===== src/sv/l2s_pkg.sv =====
package l2s_pkg;

    localparam int VALUE_WIDTH   = 20;
    localparam int MAG_WIDTH     = VALUE_WIDTH - 1;
    localparam int CHANNEL_WIDTH = 2;
    localparam int BYTE_WIDTH    = 8;
    localparam int N_THRESH      = 1 << BYTE_WIDTH;
    localparam int LATENCY       = BYTE_WIDTH;

    localparam logic [CHANNEL_WIDTH-1:0] ALPHA_CHANNEL = 2'd3;
    localparam logic [BYTE_WIDTH-1:0]    BYTE_MAX      = 8'hFF;

    // exact threshold arithmetic, elaboration only
    localparam int WIDE_BITS    = 320;
    localparam int LINEAR_KMAX  = 10;
    localparam int LIN_SLOPE    = 658920;
    localparam int LIN_SCALE    = 100;
    localparam int POW_BASE     = 10761;
    localparam int POW_EXP      = 12;
    localparam int POW_ROOT_EXP = 5;
    localparam int THRESH_STEP  = 40;
    localparam int THRESH_OFS   = 541;

    typedef logic [N_THRESH-1:0][VALUE_WIDTH-1:0] l2s_table_t;

    typedef struct packed {
        logic [MAG_WIDTH-1:0]  mag;
        logic                  neg;
        logic                  alpha;
        logic [BYTE_WIDTH-1:0] acc;
    } l2s_word_t;

    // true when sample v meets output level k
    function automatic logic thr_pass(input logic [VALUE_WIDTH-1:0] v, input int k,
                                      input int frac);
        logic [WIDE_BITS-1:0] lhs;
        logic [WIDE_BITS-1:0] rhs;
        int j;
        lhs = '0;
        rhs = '0;
        if (k <= LINEAR_KMAX)
        begin
            lhs = WIDE_BITS'(v) * WIDE_BITS'(LIN_SLOPE);
            rhs = WIDE_BITS'(LIN_SCALE * (2 * k - 1)) << frac;
        end
        else
        begin
            lhs = WIDE_BITS'(1);
            for (j = 0; j < POW_EXP; j++)
            begin
                lhs = lhs * WIDE_BITS'(POW_BASE);
            end
            for (j = 0; j < POW_ROOT_EXP; j++)
            begin
                lhs = lhs * WIDE_BITS'(v);
            end
            rhs = WIDE_BITS'(1);
            for (j = 0; j < POW_EXP; j++)
            begin
                rhs = rhs * WIDE_BITS'(THRESH_STEP * k + THRESH_OFS);
            end
            rhs = rhs << (POW_ROOT_EXP * frac);
        end
        return (lhs >= rhs);
    endfunction

    // smallest sample reaching each level; out-of-range levels clip to 2^MAG_WIDTH
    function automatic l2s_table_t build_thresholds(input int frac);
        l2s_table_t t;
        logic [VALUE_WIDTH:0] lo;
        logic [VALUE_WIDTH:0] hi;
        logic [VALUE_WIDTH:0] mid;
        int k;
        int it;
        t = '0;
        for (k = 1; k < N_THRESH; k++)
        begin
            lo = '0;
            hi = (VALUE_WIDTH+1)'(1) << MAG_WIDTH;
            for (it = 0; it < VALUE_WIDTH; it++)
            begin
                if (lo < hi)
                begin
                    mid = (lo + hi) >> 1;
                    if (thr_pass(mid[VALUE_WIDTH-1:0], k, frac))
                    begin
                        hi = mid;
                    end
                    else
                    begin
                        lo = mid + 1'b1;
                    end
                end
            end
            t[k] = lo[VALUE_WIDTH-1:0];
        end
        return t;
    endfunction

endpackage


===== src/sv/l2s_step.sv =====
module l2s_step #(
    parameter int                  BIT   = 7,
    parameter l2s_pkg::l2s_table_t TABLE = '0
) (
    input  logic               clk,
    input  logic               rst_n,
    input  logic               en,
    input  logic               in_valid,
    input  l2s_pkg::l2s_word_t in_word,
    output logic               out_valid,
    output l2s_pkg::l2s_word_t out_word
);
    import l2s_pkg::*;

    localparam logic [BYTE_WIDTH-1:0] STEP_BIT = BYTE_WIDTH'(1) << BIT;

    logic [BYTE_WIDTH-1:0]  cand;
    logic [VALUE_WIDTH-1:0] thr;
    logic                   valid_reg;
    logic                   valid_next;
    l2s_word_t              word_reg;
    l2s_word_t              word_next;

    always_comb
    begin
        cand      = in_word.acc | STEP_BIT;
        thr       = TABLE[cand];
        word_next = in_word;
        if ({1'b0, in_word.mag} >= thr)
        begin
            word_next.acc = cand;
        end
        valid_next = in_valid;
    end

    always_ff @(posedge clk or negedge rst_n)
    begin
        if (!rst_n)
        begin
            valid_reg <= 1'b0;
        end
        else if (en)
        begin
            valid_reg <= valid_next;
        end
    end

    always_ff @(posedge clk)
    begin
        if (en)
        begin
            word_reg <= word_next;
        end
    end

    assign out_valid = valid_reg;
    assign out_word  = word_reg;

endmodule


===== src/sv/linear_to_srgb_byte.sv =====
// Throughput: one word per cycle; a stall on a valid output word holds the whole pipe.
// Eight successive-approximation stages, each one threshold-table read and a
// 20-bit compare, resolve one output bit per stage.
// Reset (rst_n, async, active low) clears the valid bit of every stage.
module linear_to_srgb_byte #(
    parameter int FRAC_BITS = 16
) (
    input  logic                                 clk,
    input  logic                                 rst_n,
    input  logic                                 in_valid,
    output logic                                 in_stall,
    input  logic signed [l2s_pkg::VALUE_WIDTH-1:0] linear_value,
    input  logic [l2s_pkg::CHANNEL_WIDTH-1:0]    channel,
    output logic                                 out_valid,
    input  logic                                 out_stall,
    output logic [l2s_pkg::BYTE_WIDTH-1:0]       encoded_byte
);
    import l2s_pkg::*;

    localparam l2s_table_t THRESH = build_thresholds(FRAC_BITS);

    l2s_word_t stage_word  [0:LATENCY];
    logic      stage_valid [0:LATENCY];
    logic      move;

    assign move     = !(stage_valid[LATENCY] && out_stall);
    assign in_stall = !move;

    always_comb
    begin
        stage_word[0].mag   = linear_value[MAG_WIDTH-1:0];
        stage_word[0].neg   = linear_value[VALUE_WIDTH-1];
        stage_word[0].alpha = (channel == ALPHA_CHANNEL);
        stage_word[0].acc   = '0;
        stage_valid[0]      = in_valid;
    end

    for (genvar i = 0; i < LATENCY; i++)
    begin : g_step
        l2s_step #(
            .BIT   (LATENCY - 1 - i),
            .TABLE (THRESH)
        ) u_step (
            .clk       (clk),
            .rst_n     (rst_n),
            .en        (move),
            .in_valid  (stage_valid[i]),
            .in_word   (stage_word[i]),
            .out_valid (stage_valid[i+1]),
            .out_word  (stage_word[i+1])
        );
    end

    assign out_valid = stage_valid[LATENCY];

    always_comb
    begin
        if (stage_word[LATENCY].alpha)
        begin
            encoded_byte = BYTE_MAX;
        end
        else if (stage_word[LATENCY].neg)
        begin
            encoded_byte = '0;
        end
        else
        begin
            encoded_byte = stage_word[LATENCY].acc;
        end
    end

endmodule


===== config.mk =====
export PLATFORM = sky130hd
export DESIGN_NAME = linear_to_srgb_byte
export DESIGN_NICKNAME = d
export VERILOG_FILES = /design/src/sv/l2s_pkg.sv /design/src/sv/l2s_step.sv /design/src/sv/linear_to_srgb_byte.sv
export SDC_FILE = /design/constraint.sdc
export NUM_CORES = 1
export LEC_CHECK = 0
export ABC_AREA = 0
export ABC_CLOCK_PERIOD_IN_PS = 19350
export BUFFER_PORTS_ARGS = -buffer_cell sky130_fd_sc_hd__buf_2
export CAP_MARGIN = 30
export CORE_ASPECT_RATIO = 1.5
export CORE_UTILIZATION = 50
export CTS_CLUSTER_DIAMETER = 150
export CTS_CLUSTER_SIZE = 14
export DETAILED_ROUTE_END_ITERATION = 12
export GPL_TIMING_DRIVEN = 0
export PLACE_DENSITY = 0.63
export SLEW_MARGIN = 15
export SYNTH_ARGS = -nofsm -noshare
export SYNTH_HDL_FRONTEND = slang
export SYNTH_SLANG_ARGS = --single-unit

===== constraint.sdc =====
create_clock -name clk -period 19.35 [get_ports clk]
set_input_delay 1.935 -clock clk [delete_from_list [all_inputs] [get_ports clk]]
set_output_delay 1.935 -clock clk [all_outputs]
set_load 0.005 [all_outputs]

==> results of run 1 <==
-- cell type report --
cell class	instances	share of cell area
Clock inverter	15	0.0140
Multi-Input combinational cell	991	0.480
Sequential cell	195	0.391
Buffer	94	0.0289
Clock buffer	17	0.0287
Timing Repair Buffer	39	0.0174
Inverter	47	0.0119
Antenna cell	1	0.000169
Tap cell	337	0.0284
-- placed cells by master (no fill, tap or decap), types with 9 or more instances in the layout --
| cell type | n |
|---|---|
| o221ai_1 | 10 |
| edfxtp_1 | 185 |
| mux4_2 | 13 |
| buf_1 | 14 |
| a31oi_1 | 15 |
| o211ai_1 | 17 |
| a311oi_1 | 11 |
| o21ai_0 | 96 |
| nand2b_1 | 34 |
| buf_2 | 60 |
| a211oi_1 | 15 |
| clkbuf_1 | 47 |
| a21oi_1 | 125 |
| ha_1 | 139 |
| o31ai_1 | 9 |
| a21o_1 | 49 |
| nor2b_1 | 34 |
| and4_1 | 14 |
| o21a_1 | 14 |
| clkbuf_16 | 17 |
| inv_1 | 44 |
| nand2_1 | 100 |
| nor2_1 | 69 |
| nor3_1 | 33 |
| mux2i_1 | 20 |
| mux2_2 | 11 |
| nand3_1 | 14 |
| a221oi_1 | 13 |
-- power by group through the flow --
stage	Sequential [mW]	Clock, mW	Combinational (mW)
after floorplan	0.712	0	0.576
after global placement	0.764	0	0.831
after detailed placement	0.742	0	0.840
after CTS	0.733	0.379	0.844
after global routing	0.743	0.392	0.954
final	0.733	0.375	0.875
-- worst reg2reg max path: stages (launching register included) --
cell,delay [ps]
edfxtp_1,560
buf_2,390
buf_2,360
inv_1,190
ha_1,440
clkbuf_1,510
nor2_1,100
a311oi_1,280
a21oi_1,60
mux4_2,500
ha_1,280
nand2b_1,140
a21o_1,170
a21o_1,160
a21oi_1,210
o211ai_1,300
-- cells by family after synthesis --
group	Yosys count	share of synthesized area
AOI/OAI and AO/OA	453	0.218
and+or+nand+nor	350	0.131
DFF	195	0.429
buffers and inverters	141	0.0445
adders and majority gates	139	0.129
muxes	44	0.0456
xor gates and xnor gates	5	0.00324
-- flip-flops by register name, summed over array words and instances, names as in the netlist --
register,count
g_step.u_step.out_valid,8
g_step.u_step.out_word,185
g_step.u_step.thr,2
-- stage by stage --
step | std cells | util
after detailed placement | 1702 | 0.536
after CTS | 1734 | 0.560
after global routing | 1735 | 0.560
final | 1736 | 0.560
after floorplan | 1327 | -
after global placement | 1699 | 0.533
-- final timing paths --
kind / from / endpoint / slack (ps) / cells after the start
setup / recovery: g_step[6].u_step.out_word[1]$_SDFFCE_PP1N_ / g_step[7].u_step.out_word[0]$_SDFFCE_PP1N_ / 14340 / 15
hold / removal: g_step[5].u_step.out_word[9]$_DFFE_PN_ / g_step[6].u_step.out_word[9]$_DFFE_PN_ / 420 / 0
setup reg to reg: g_step[6].u_step.out_word[1]$_SDFFCE_PP1N_ / g_step[7].u_step.out_word[0]$_SDFFCE_PP1N_ / 14340 / 15
hold reg to reg: g_step[5].u_step.out_word[9]$_DFFE_PN_ / g_step[6].u_step.out_word[9]$_DFFE_PN_ / 420 / 0
max in group asynchronous: rst_n / g_step[7].u_step.out_valid$_DFFE_PN0N_ / 17890 / 1
min in group asynchronous: rst_n / g_step[5].u_step.out_valid$_DFFE_PN0N_ / 1300 / 1
-- routing by layer --
metal	track usage	vias up	share of wire
met1	0.351	5548	0.33
met2	0.620	708	0.51
met3	0.0858	227	0.081
met4	0.277	0	0.085
met5	0	-	0
li1	-	5191	-
==> summary.md, run 1 <==
| Metric | Value |
|---|---|
| Total Routed Length | ~47000 um |
| Core Area | ~0.026 mm2 |
| PnR worst setup slack | ~14000 ps |
| Clock network fraction of total power | 0.189 |
| Yosys warning count | 0 |
| Vias in the first global route | between 10000 and 15000 |
| Remaining Overflow, GRT | 0 |
| Mapped cell area | 0.0135 mm2 |
| Min Tclk post-route | 5010 ps |
| Worst setup path class | reg2reg |
| Skew final | about 13 ps |
| Cell Chain, Critical Path | buf_2 > buf_2 > inv_1 > ha_1 > clkbuf_1 > nor2_1 > a311oi_1 > a21oi_1 > mux4_2 > ha_1 > nand2b_1 > a21o_1 > a21o_1 > a21oi_1 > o211ai_1 |
| Wire per inst | roughly 27 um |
| Post-Synthesis Cells | between 1000 and 1500 |
| Area Overhead vs Synth | 9.76% |
| Prevailing post-synth register cell | edfxtp_1 |
| Top cells by area, synth | edfxtp_1 (41%), ha_1 (13%), a21oi_1 (4.6%) |
| CTS tree | done |
| TritonCTS Buffers | 17 |
| Ys async rst share | 0.0410 |
| Logic pwr share | 0.441 |
| Via count | 11674 |
| Cts repair resizes | 0 |
| Final instance area | between 0.01 and 0.015 mm2 |
| Largest net degree at the start of global routing | 60 |
| Global placer's final weighted congestion | between 1 and 1.5 |
| Worst setup SP type | flop |
| TritonRoute pass-1 iters | 7 |
| Sw Pwr | 0.818 mW |
| CTS max path bufs | 2 |
| Final Slew Violations | 0 |
| Initial core utilization | 0.510 |
| DR vias/cell | 6.72 |
| Pint | 1.16 mW |
| Number of synthesized register bits | just under 200 |
| Nets | about 1600 |
| Postcts setup bufs | 0 |
| Post-synth top cells | edfxtp_1 (185), ha_1 (139), a21oi_1 (125) |
| Net Sw Frac | 0.413 |
| Setup TNS | 0 ps |
| CTS root buffer | clkbuf_16 |
| Final Hold Viols | 0 |
| Die W | 136 um |
| Outcome | finished, final reports clean |
| Post-place setup slack | approximately 14000 ps |
| Fillers | about 2300 |
| Leakage power | 5.99 nW |
| Power Total | about 2 mW |
| CP max stage delay | 560 ps |
| DP Area | 0.0142 mm2 |
| CP Data Arrival Time | a little over 5000 ps |
| Worst path required time | approximately 20000 ps |
| CP endpoint kind | flop |
| First-pass GRT wire length | approximately 70000 um |
| Clock Pin Slew Worst Setup and Hold Paths | 80 ps |
| Seq pwr share | 0.369 |
| Top-count cell post-synth | edfxtp_1 |
| MaxCap Viol Count | 0 |
| Max-Slew Margin vs Limit | 0.357 |
| Post-synth top area cell | edfxtp_1 |
| Die ar. | 0.0277 mm2 |
| Least-Margin Pin Slew | 957 ps |
| Initial drt markers | roughly 1200 |
| Highest clock rate | 200 MHz |
| Crit path buf inv count | 4 |
| Standard-cell rows | 73 |
| Io pins | 36 |
| Number of synthesized flops with an enable pin | 185 |
| # DRC | 0 |
| Average size of a mapped cell | about 10 um2 |
| Sequential share of the synthesized area | 0.429 |
| Layout cell share with drive strength beyond 1 | 0.103 |
| Hold-fix buffers at CTS | 0 |
| RSZ-0062 raised after global routing | false |
| Worst VDD drop | about 120 uV |
| Storage cell area | just under 0.006 mm2 |
| Largest delay share family, worst path | buffers and inverters |
| H-tree levels | 4 |
| Mapped Nets | approximately 1500 |
| Critical path fanouts, max | 10 |
| Global Route Usage Sum | 0.353 |
| Multi-input logic area | 0.00712 mm2 |
| DIE HEIGHT | 203 um |
| Crit-path slowest cell | edfxtp_1 |
| Power Density | roughly 130 mW/mm2 |
| Detail Placement HPWL | 34600 um |
| Clk sink count | just under 200 |
| Synth unique cells | 79 |
| Worst hold margin | 418 ps |
| Routed Antenna Nets | 0 |
| Post-synth top area share | 0.411 |
| Buffers on Ports | 35 |
| Final setup fails | 0 |
| Tcrit/Tclk final | 0.259 |
| Hold WC Path Type | reg2reg |
| Initial antenna violation count | 1 |
| Worst-Skew Late Latency | between 400 and 500 ps |
No activity file was read; power rests on OpenSTA's default activity.
==> inputs of run 2 (changes only) <==
--- a/config.mk
+++ b/config.mk
@@ -5,8 +5,8 @@
 export SDC_FILE = /design/constraint.sdc
 export NUM_CORES = 1
 export LEC_CHECK = 0
-export ABC_AREA = 0
-export ABC_CLOCK_PERIOD_IN_PS = 19350
+export ABC_AREA = 1
+export ABC_CLOCK_PERIOD_IN_PS = 4200
 export BUFFER_PORTS_ARGS = -buffer_cell sky130_fd_sc_hd__buf_2
 export CAP_MARGIN = 30
 export CORE_ASPECT_RATIO = 1.5
@@ -15,7 +15,7 @@
 export CTS_CLUSTER_SIZE = 14
 export DETAILED_ROUTE_END_ITERATION = 12
 export GPL_TIMING_DRIVEN = 0
-export PLACE_DENSITY = 0.63
+export PLACE_DENSITY = 0.66
 export SLEW_MARGIN = 15
 export SYNTH_ARGS = -nofsm -noshare
 export SYNTH_HDL_FRONTEND = slang
==> constraint.sdc (replaced) <==
create_clock -name clk -period 4.2 [get_ports clk]
set_input_delay 0.42 -clock clk [delete_from_list [all_inputs] [get_ports clk]]
set_output_delay 0.42 -clock clk [all_outputs]
set_load 0.005 [all_outputs]
==> run 2 against run 1 <==
Compared with the run above: first-iteration DRC count is 1.3% higher; worst hold slack worse by 270 ps; wire length is 4.5% higher; count of clock-buffer cells in the layout is 2 higher; sequential share of layout area is 0.63 points higher; cell count is 17% higher; synthesized area is 1.2% lower; cell area is 1.6% lower; clock power grew to 4.2 times the previous value; sequential cell count stayed put; non-clock buffer count is 35 lower; synthesized cell count is 23% higher.
==> summary.md, run 2 <==
| Metric | Value |
|---|---|
| Largest delay share family, worst path | simple AND/OR/NAND/NOR gates |
| DP Area | 0.0140 mm2 (-1.5%) |
| Routed Antenna Nets | 0 (unchanged) |
| Worst VDD drop | 747 uV (+550%) |
| Global Route Usage Sum | 0.375 (+0.0214) |
| Global placer's final weighted congestion | 1.09 (+4.3%) |
| Hold Path Sink | g_step[0].u_step.out_word[11]$_DFFE_PN_ |
| Layout cell share with drive strength beyond 1 | 0.0774 (-0.0256) |
| Prevailing post-synth register cell | edfxtp_1 |
| Final Hold Viols | 0 (unchanged) |
| First-pass GRT wire length | 73200 um (+4.0%) |
| Final setup fails | 0 (unchanged) |
| Clock network fraction of total power | 0.156 (-0.033) |
| Post-Synthesis Cells | 1635 (+23%) |
| Average size of a mapped cell | 8.16 um2 (-20%) |
| Worst path required time | 4490 ps (-14970 ps) |
| Cell count after placement | 2004 (+18%) |
| Yosys warning count | 0 (unchanged) |
| Clock Pin Slew Worst Setup and Hold Paths | 70 ps (about the same) |
| Detail Placement HPWL | 37000 um (+7.1%) |
| Hold Startpoint | linear_value[1] |
| Sw Pwr | 4.66 mW (+470%) |
| Mapped cell area | 0.0133 mm2 (-1.2%) |
| Pint | 5.47 mW (+370%) |
| Post-synth top area share | 0.416 (+0.00513) |
| Crit-path slowest cell | ha_2 |
| Hold Path Stages | 1 (+1) |
| Core Area | 0.0260 mm2 (-1.7%) |
| R2r endpoint | g_step[7].u_step.out_word[0]$_SDFFCE_PP1N_ |
| Fin util | 0.561 (+0.000707) |
| MaxCap Viol Count | 0 (unchanged) |
| Die ar. | 0.0274 mm2 (-1.2%) |
| Outcome | finished, final reports clean |
| Remaining Overflow, GRT | 0 (unchanged) |
| R2r setup slk | 150 ps (-14190 ps) |
| Max-Slew Margin vs Limit | 0.388 (+0.0311) |
| Max reg flops | 185 (unchanged) |
| Initial core utilization | 0.513 (+0.00248) |
| CTS max path bufs | 2 (unchanged) |
| Io pins | 36 (unchanged) |
| Least-Margin Pin Slew | 918 ps (-39.3 ps) |
| Vias in the first global route | 12229 (+5.6%) |
| Logic pwr share | 0.484 (+0.043) |
| DR vias/cell | 6.08 (-9.6%) |
| DIE HEIGHT | 202 um (-0.61%) |
| Worst path most repeated cell | nand2_1 |
| Die W | 135 um (-0.61%) |
| Tcrit/Tclk final | 0.965 (+0.707) |
| Post-synth top cells | nand2_1 (452), edfxtp_1 (185), nand3_1 (166) |
| Seq pwr share | 0.360 (-0.009) |
| Clk sink count | 195 (unchanged) |
| Most common cell after layout, fill and taps aside | nand2_1 |
| Fillers | 2350 (+0.99%) |
| Most frequent cells in the layout | nand2_1 (450), edfxtp_1 (185), nand3_1 (166) |
| Worst r2r src | g_step[6].u_step.out_word[1]$_SDFFCE_PP1N_ |
| Leakage power | 6.67 nW (+11%) |
| Top cells by area, synth | edfxtp_1 (42%), ha_1 (13%), nand2_1 (13%) |
| CTS root buffer | clkbuf_16 |
| CP Data Arrival Time | 4340 ps (-780 ps) |
| Skew final | 15.8 ps (+3.22 ps) |
| Reg2reg path depth | 17 (+2) |
| Top-count cell post-synth | nand2_1 |
| TritonCTS Buffers | 17 (unchanged) |
| Standard-cell rows | 72 (-1.4%) |
| Critical path fanouts, max | 9 (-1) |
| Highest clock rate | 247 MHz (+24%) |
| Fin cells | 2039 (+17%) |
| Final Slew Violations | 0 (unchanged) |
| Wire per inst | 24.1 um (-11%) |
| Ys async rst share | 0.0410 (unchanged) |
| Total Routed Length | 49100 um (+4.5%) |
| Via count | 12390 (+6.1%) |
| Buffers on Ports | 35 (unchanged) |
| Nets | 1857 (+20%) |
| Cell Chain, Critical Path | clkbuf_4 > clkinvlp_4 > ha_2 > nand2_1 > nand2_1 > nand2_1 > nand3_1 > nand3_1 > nand3_1 > nand2_1 > ha_1 > nand2_1 > nor2_1 > inv_1 > nor2_1 > nand4_1 > nand4_1 |
| CP endpoint kind | flop |
| Final instance area | 0.0146 mm2 (-1.6%) |
| Worst-Skew Late Latency | 450 ps (about the same) |
| Sequential share of the synthesized area | 0.434 (+0.00535) |
| Min Tclk post-route | 4050 ps (-955 ps) |
| Worst hold margin | 150 ps (-268 ps) |
| Initial antenna violation count | 1 (unchanged) |
| Net Sw Frac | 0.460 (+0.0473) |
| Mapped Nets | 1800 (+21%) |
| Power Density | 694 mW/mm2 (+420%) |
| Post-synth top area cell | edfxtp_1 |
| Worst setup path class | reg2reg |
| Initial drt markers | 1263 (+1.3%) |
| Synth unique cells | 45 (-43%) |
| # DRC | 0 (unchanged) |
| Largest net degree at the start of global routing | 99 (+65%) |
| Postcts setup bufs | 0 (unchanged) |
| CTS tree | done |
| Hold WC Path Type | in2reg |
| TritonRoute pass-1 iters | 6 (-1) |
| Crit path buf inv count | 3 (-1) |
| RSZ-0062 raised after global routing | false |
| H-tree levels | 4 (unchanged) |
| CP max stage delay | 540 ps (-20 ps) |
| Worst setup SP type | flop |
| Number of synthesized register bits | 195 (unchanged) |
| Number of synthesized flops with an enable pin | 185 (unchanged) |
| Area Overhead vs Synth | 9.37% |
| Power Total | 10.1 mW (+410%) |
-- run 2: changes by cell type after synthesis, sizes merged, moves of 34 or more --
cell,change
nand2b,-34
nor2,+72
inv,+101
nand3,+152
a21o,-42
nand2,+353
-- run 2: logic make-up (layout without fill, tap and decap cells) --
| family | Yosys count | count (layout) | synth area share |
|---|---|---|---|
| fa+ha+maj | 139 | 139 | 0.130 |
| buf+inv | 209 | 279 | 0.0644 |
| simple gates | 819 | 819 | 0.257 |
| compound gates | 273 | 273 | 0.114 |
| other cells | 0 | 1 | 0 |
| flops | 195 | 195 | 0.434 |
-- run 2: how the worst max path moves through the flow --
stage	depth (start not counted)	start	endpoint
floorplan	2	out_stall	g_step[0].u_step.out_word[10]$_DFFE_PN_
global placement	3	out_stall	g_step[5].u_step.out_word[9]$_DFFE_PN_
detailed placement	18	g_step[6].u_step.out_word[1]$_SDFFCE_PP1N_	g_step[7].u_step.out_word[0]$_SDFFCE_PP1N_
CTS	18	g_step[6].u_step.out_word[1]$_SDFFCE_PP1N_	g_step[7].u_step.out_word[0]$_SDFFCE_PP1N_
global route	18	g_step[6].u_step.out_word[1]$_SDFFCE_PP1N_	g_step[7].u_step.out_word[0]$_SDFFCE_PP1N_
finish	17	g_step[6].u_step.out_word[1]$_SDFFCE_PP1N_	g_step[7].u_step.out_word[0]$_SDFFCE_PP1N_
-- run 2: through the flow --
stage	setup slack [ps]	setup TNS (ps)
after floorplan	593	0
after global placement	-291	-51980
after detailed placement	-110	-110
after CTS	29.4	0
after global routing	36.5	0
final	145	0
-- run 2: timing repair --
item / in CTS / in global routing
setup endpoints to repair: 1 / 1
pin swaps: 0 / 0
endpoints found under the hold margin: 8 / 0
gates resized for setup: 1 / 8
hold buffers: 1 / 0
-- run 2: worst reg2reg max path: stages, from the launching register on --
cell and delay (ps):
edfxtp_1 510, clkbuf_4 340, clkinvlp_4 270, ha_2 540
nand2_1 420, nand2_1 240, nand2_1 70, nand3_1 220
nand3_1 120, nand3_1 100, nand2_1 110, ha_1 300
nand2_1 60, nor2_1 150, inv_1 60, nor2_1 110
nand4_1 120, nand4_1 180
-- run 2: per-layer routing --
metal | up-vias | part of all wire | global-route usage
met5 | - | 0 | 0
met4 | 0 | 0.098 | 0.329
met3 | 227 | 0.059 | 0.0765
met2 | 616 | 0.53 | 0.687
met1 | 5801 | 0.32 | 0.342
li1 | 5746 | - | -
-- run 2: power groups by stage --
stage	Sequential, mW	Combinational (mW)	Clock (mW)
4_1_cts	3.63	4.68	1.60
6_report	3.64	4.90	1.58
3_3_place_gp	3.68	4.55	0
2_1_floorplan	3.44	3.13	0
3_5_place_dp	3.66	4.64	0
5_1_grt	3.69	5.40	1.67
-- run 2: layout make-up --
cell class              count  area, um2  share of cell area
inverters                 149        563              0.0386
repair buffers             38        220              0.0151
clock inverters            13        143             0.00977
plain buffers              60        314              0.0215
multi-input cells        1231       6710               0.460
well taps                 333        417              0.0285
diodes                      1       2.50            0.000171
flip-flops and latches    195       5800               0.397
clock buffers              19        433              0.0297
